==> config.mk <==
export PLATFORM = sky130hd
export DESIGN_NAME = ics_walk
export DESIGN_NICKNAME = d
export VERILOG_FILES = /design/src/rtl/core/assert_macros.svh /design/src/rtl/core/ics_walk.sv
export SDC_FILE = /design/constraint.sdc
export NUM_CORES = 2
export LEC_CHECK = 0
export BUFFER_PORTS_ARGS = -buffer_cell sky130_fd_sc_hd__buf_4
export CAP_MARGIN = 25
export CORE_ASPECT_RATIO = 2
export CORE_UTILIZATION = 60
export DETAILED_ROUTE_END_ITERATION = 10
export GPL_TIMING_DRIVEN = 0
export HOLD_SLACK_MARGIN = 0.02
export PLACE_DENSITY = 0.91
export SLEW_MARGIN = 20
export SYNTH_ARGS = -nofsm -noshare
export SYNTH_HDL_FRONTEND = slang
export SYNTH_SLANG_ARGS = --single-unit
==> constraint.sdc <==
create_clock -name clk -period 7.27 [get_ports clk]
set_clock_uncertainty 0.2 [all_clocks]
set_input_delay 0.727 -clock clk [delete_from_list [all_inputs] [get_ports clk]]
set_output_delay 0.727 -clock clk [all_outputs]
set_load 0.01 [all_outputs]
==> src/rtl/core/assert_macros.svh <==
// assertion macros included by the sampler top level
`ifndef ASSERT_MACROS_SVH
`define ASSERT_MACROS_SVH
`ifndef ASSERT_OFF
`define ASSERT_CLK(lbl, clk, rstn, prop, msg) \
  lbl: assert property (@(posedge clk) disable iff (!rstn) prop) else $error(msg);
`define ASSERT_CLK_NR(lbl, clk, prop, msg) \
  lbl: assert property (@(posedge clk) prop) else $error(msg);
`else
`define ASSERT_CLK(lbl, clk, rstn, prop, msg)
`define ASSERT_CLK_NR(lbl, clk, prop, msg)
`endif
`endif

==> src/rtl/core/ics_walk.sv <==
// random-walk offset: step times signed random value, scaled to q0.32
`default_nettype none
module ics_walk (
  input  wire logic               clk,
  input  wire logic               load,
  input  wire logic [31:0]        step,
  input  wire logic signed [31:0] rand_signed,
  output logic [31:0]             offset
);

  logic [31:0]        step_r;
  logic signed [31:0] rand_r;
  logic signed [54:0] full;
  logic [54:0]        prod_r;

  always_ff @(posedge clk) begin
    if (load) begin
      step_r <= step;
      rand_r <= rand_signed;
    end
  end

  assign full = 55'($signed({1'b0, step_r})) * 55'(rand_r);

  always_ff @(posedge clk) begin
    prod_r <= full;
  end

  // floor shift by 23, low word only
  assign offset = prod_r[54:23];

endmodule
`default_nettype wire

==> results.sh, run 1 <==
export IMPL_ys_top_cells_by_area="fa_1, and2_1, inv_1, ha_1, edfxtp_1"
export IMPL_grt_overflow=54
export IMPL_synthFlopType="edfxtp_1"
export IMPL_synth_seq_cells=96
export IMPL_clock_path_buffers=2
export IMPL_htreeDepth=3
export IMPL_grt_max_degree=65
export IMPL_rows=122
export IMPL_clock_sinks=96
export IMPL_status="did not finish"
export IMPL_grt_pass1_vias=33210
export IMPL_hold_buffers=0
export IMPL_synthCells=3502
export IMPL_synthArstFlopShare_pct=0
export IMPL_fp_dieW_um=169.3
export IMPL_synth_area_um2=33580
export IMPL_yosysUniqueCellTypes=50
export IMPL_synth_top_area_share_pct=51.44
export IMPL_io_pins=98
export IMPL_hpwlAfterDp_um=116200
export IMPL_grt_first_pass_wirelength_um=247200
export IMPL_port_buffers=97
export IMPL_grt_total_usage_pct=63.48
export IMPL_syn_area_per_cell_um2=9.590
export IMPL_synth_edf_count=64
export IMPL_haltStage="global routing (5_1_grt)"
export IMPL_start_util_pct=60.78
export IMPL_place_inst=4345
export IMPL_ys_seq_area_share_pct=7.630
export IMPL_synth_fp_nets=4660
export IMPL_die_height_um=336.6
export IMPL_globalplace_congestion=1.075
export IMPL_placed_area_um2=35270
export IMPL_error_line="[ERROR GRT-0116] Global routing finished with congestion. Check the congestion regions in the DRC Viewer."
export IMPL_cts_inserted_buffers=9
export IMPL_synth_top_area_cell="fa_1"
export IMPL_cts_root_buf="clkbuf_16"
export IMPL_ys_warn_count=0
[cells in the mapped netlist, drive strengths merged, types with 3 or more instances]
cell	n
inv	869
fa	863
and2	572
nand2	420
ha	229
clkbuf	187
edfxtp	64
a21oi	40
xnor2	38
nor2	33
dfxtp	32
o21ai	22
a21o	19
nand2b	15
nand3	13
xor2	13
nand4	11
a211oi	8
and3	8
o21bai	7
nor2b	4
o211ai	3
o2bb2ai	3
[stage by stage]
stage          worst slack (ns)  setup TNS [ns]
2_1_floorplan            0.2093               0
3_3_place_gp             -2.403          -48.22
3_5_place_dp             -2.509          -51.53
4_1_cts                 -0.6698          -12.43
[metal layers]
metal,global-route usage (%),GRT overflow
met5,8.435,0
met4,70.08,22
met3,36.48,0
met2,88.57,31
met1,61.25,1
[kinds of logic after synthesis]
kind of cell | share of synthesized area (%)
AO/OA/AOI/OAI | 2.429
buffers and inverters | 11.82
flip-flops | 7.630
XOR/XNOR | 1.330
AND/OR/NAND/NOR | 16.81
adder cells (fa/ha/maj) | 59.97
[timing repair]
action | in CTS
resized for setup | 429
pin swaps | 75
endpoints found under the setup margin | 32
setup buffers | 76
gates cloned | 2
==> run 2, diff against run 1 <==
Settings changed: CORE_ASPECT_RATIO 2 to default, CORE_UTILIZATION 60 to 40, HOLD_SLACK_MARGIN 0.02 to default, PLACE_DENSITY 0.91 to default, PLACE_DENSITY_LB_ADDON from default to 0.15.
Clock period 7.27 ns to 9.5 ns, I/O delays scaled along.
==> run 2 against run 1 <==
The run now ends clean; synthesized area stayed put; synthesized cell count stayed put.
==> results.sh, run 2 <==
export IMPL_final_setup_viol_count=0
export IMPL_synth_top_area_cell="fa_1"
export IMPL_rsz0062_at_grt="no"
export IMPL_cp_start_kind="register"
export IMPL_drcViolationCount=0
export IMPL_grt_max_degree=65
export IMPL_synthFlopType="edfxtp_1"
export IMPL_clk_pin_slew_ns=0.09
export IMPL_clock_latency_ns=0.44
export IMPL_status="complete, no violations"
export IMPL_fin_crit_sh_pct=98.51
export IMPL_start_util_pct=40.64
export IMPL_maxCapViolCount=0
export IMPL_rows=105
export IMPL_reg2regPathDepth=22
export IMPL_first_pass_iters=7
export IMPL_antenna_found_initial=17
export IMPL_tightest_slew_ns=1.162
export IMPL_worst_r2r_endpoint="prod_r[46]"
export IMPL_synth_fp_nets=4660
export IMPL_synthTopCellsByCount="inv_1, fa_1, and2_1"
export IMPL_yosysUniqueCellTypes=50
export IMPL_crit_required_ns=9.64
export IMPL_max_slew_margin_pct=22.54
export IMPL_worstPathArrival_ns=9.49
export IMPL_synth_seq_cells=96
export IMPL_cts_tree="yes"
export IMPL_final_nets=4777
export IMPL_drt_initial_drc_count=1730
export IMPL_finalHoldViolCount=0
export IMPL_fmax_ghz=0.1069
export IMPL_synthArstFlopShare_pct=0
export IMPL_synthCells=3502
export IMPL_hold_path_startpoint="step[14]"
export IMPL_grt_pass1_vias=26570
export IMPL_ys_warn_count=0
export IMPL_critPathTopFamily="adder cells"
export IMPL_whs_path_depth=1
export IMPL_hold_path_endpoint="step_r[14]"
export IMPL_ys_seq_area_share_pct=7.630
export IMPL_cp_cell_sequence="clkbuf_1 > clkbuf_1 > nand2_1 > fa_1 > inv_1 > fa_1 > fa_1 > fa_1 > fa_1 > fa_1 > fa_1 > inv_1 > fa_1 > inv_1 > ha_1 > nand4_1 > nand2b_1 > a311oi_2 > nor2_1 > a21oi_2 > o21ai_0 > xnor2_1"
export IMPL_wl_per_cell_um=26.51
export IMPL_hold_worst_slack_ns=0.4762
export IMPL_path_class="register to register"
export IMPL_rrSetupSlack_ns=0.14
export IMPL_syn2layout_area_growth_pct=7.671
export IMPL_clock_path_buffers=2
export IMPL_hpwlAfterDp_um=102300
export IMPL_layout_commonest_cell="inv_1"
export IMPL_crit_path_top_delay_cell="clkbuf_1"
export IMPL_postRouteWirelength_um=124600
export IMPL_htreeDepth=3
export IMPL_clock_sinks=96
export IMPL_grt_overflow=0
export IMPL_synth_area_um2=33580
export IMPL_fp_dieW_um=291.8
export IMPL_globalplace_congestion=0.9802
export IMPL_reg_top3="prod_r (32), rand_r (32), step_r (32)"
export IMPL_io_pins=98
export IMPL_critPathMaxStageDelay_ns=0.77
export IMPL_yosysMostFrequentCell="inv_1"
export IMPL_core_um2=82640
export IMPL_die_area_um2=85120
export IMPL_grt_first_pass_wirelength_um=183100
export IMPL_hp_class="input port to register"
export IMPL_drive_above_1_share_pct=4.084
export IMPL_detail_route_antenna_nets=0
export IMPL_grt_total_usage_pct=30.66
export IMPL_critPathBufInv=5
export IMPL_synth_edf_count=64
export IMPL_worstSetupEndpointType="register"
export IMPL_synth_top_area_share_pct=51.44
export IMPL_fin_crit_ns=9.358
export IMPL_die_height_um=291.8
export IMPL_cts_root_buf="clkbuf_16"
export IMPL_viasPerCell=5.170
export IMPL_ys_top_cells_by_area="fa_1, and2_1, inv_1, ha_1, edfxtp_1"
export IMPL_port_buffers=97
export IMPL_r2r_start="rand_r[27]"
export IMPL_setup_tns_ns=0
export IMPL_crit_path_max_fanout=10
export IMPL_slew_viol_final=0
export IMPL_vias=24300
export IMPL_cpMostUsedCell="fa_1"
export IMPL_final_cell_mix="inv_1, fa_1, and2_1"
export IMPL_syn_area_per_cell_um2=9.590
export IMPL_cts_inserted_buffers=9
run 2: per-layer routing:
metal / vias up / share of wire [%] / global-route usage (%)
met3: 268 / 7.9 / 5.488
met5: - / 0.0096 / 0
met2: 1044 / 48 / 50.26
met1: 12730 / 39 / 39.16
met4: 2 / 5.3 / 14.92
li1: 10250 / - / -
run 2: how the worst max path moves through the flow:
| stage | startpoint | end | cells past startpoint |
|---|---|---|---|
| after floorplan | rand_r[5] | prod_r[41] | 26 |
| after global placement | step_r[26] | prod_r[46] | 24 |
| after detailed placement | step_r[26] | prod_r[46] | 24 |
| after CTS | step_r[26] | prod_r[46] | 23 |
| after global routing | rand_r[31] | prod_r[53] | 22 |
| final | rand_r[27] | prod_r[46] | 22 |
run 2: metrics by stage:
step	std cells	utilization [%]	worst slack (ns)	instance area (um^2)
detailed placement	4673	43.21	-0.4096	35700
finish	4700	43.76	0.1420	36160
global route	4694	43.74	0.01194	36150
CTS	4687	43.61	0.08330	36040
global placement	4669	43.14	-0.3901	35650
floorplan	3502	-	2.439	33580
run 2: kinds of logic (layout without fill, tap and decap cells):
group                      count (synthesis)  in the layout  synth area share [%]
buffers and inverters                   1058           1180                 11.82
AOI/OAI and AO/OA                        121            121                 2.429
and+or+nand+nor                         1084           1084                 16.81
adders and majority gates               1092           1092                 59.97
other                                      0              6                     0
DFF                                       96             96                 7.630
xor gates and xnor gates                  51             51                 1.330
run 2: cell type report:
| type | instances | area (um^2) |
|---|---|---|
| antenna | 6 | 15.01 |
| buffer | 187 | 715.7 |
| clock buffer | 9 | 225.2 |
| clock inverter | 7 | 113.9 |
| fill | 8256 | 46470 |
| inverter | 869 | 3262 |
| multi-input combinational | 2348 | 27050 |
| sequential | 96 | 2562 |
| tap | 1070 | 1339 |
| timing repair buffer | 108 | 873.3 |
run 2: what timing repair did:
action,in CTS,in global routing
setup endpoints to repair,5,6
gates resized for setup,3,14
buffers inserted,0,2
hold endpoints to repair,0,0
hold buffers,0,0
Power of run 2 is left out: the tool's default activity adds up to more than one toggle a clock period on the data nets, which glitch-free logic cannot reach.
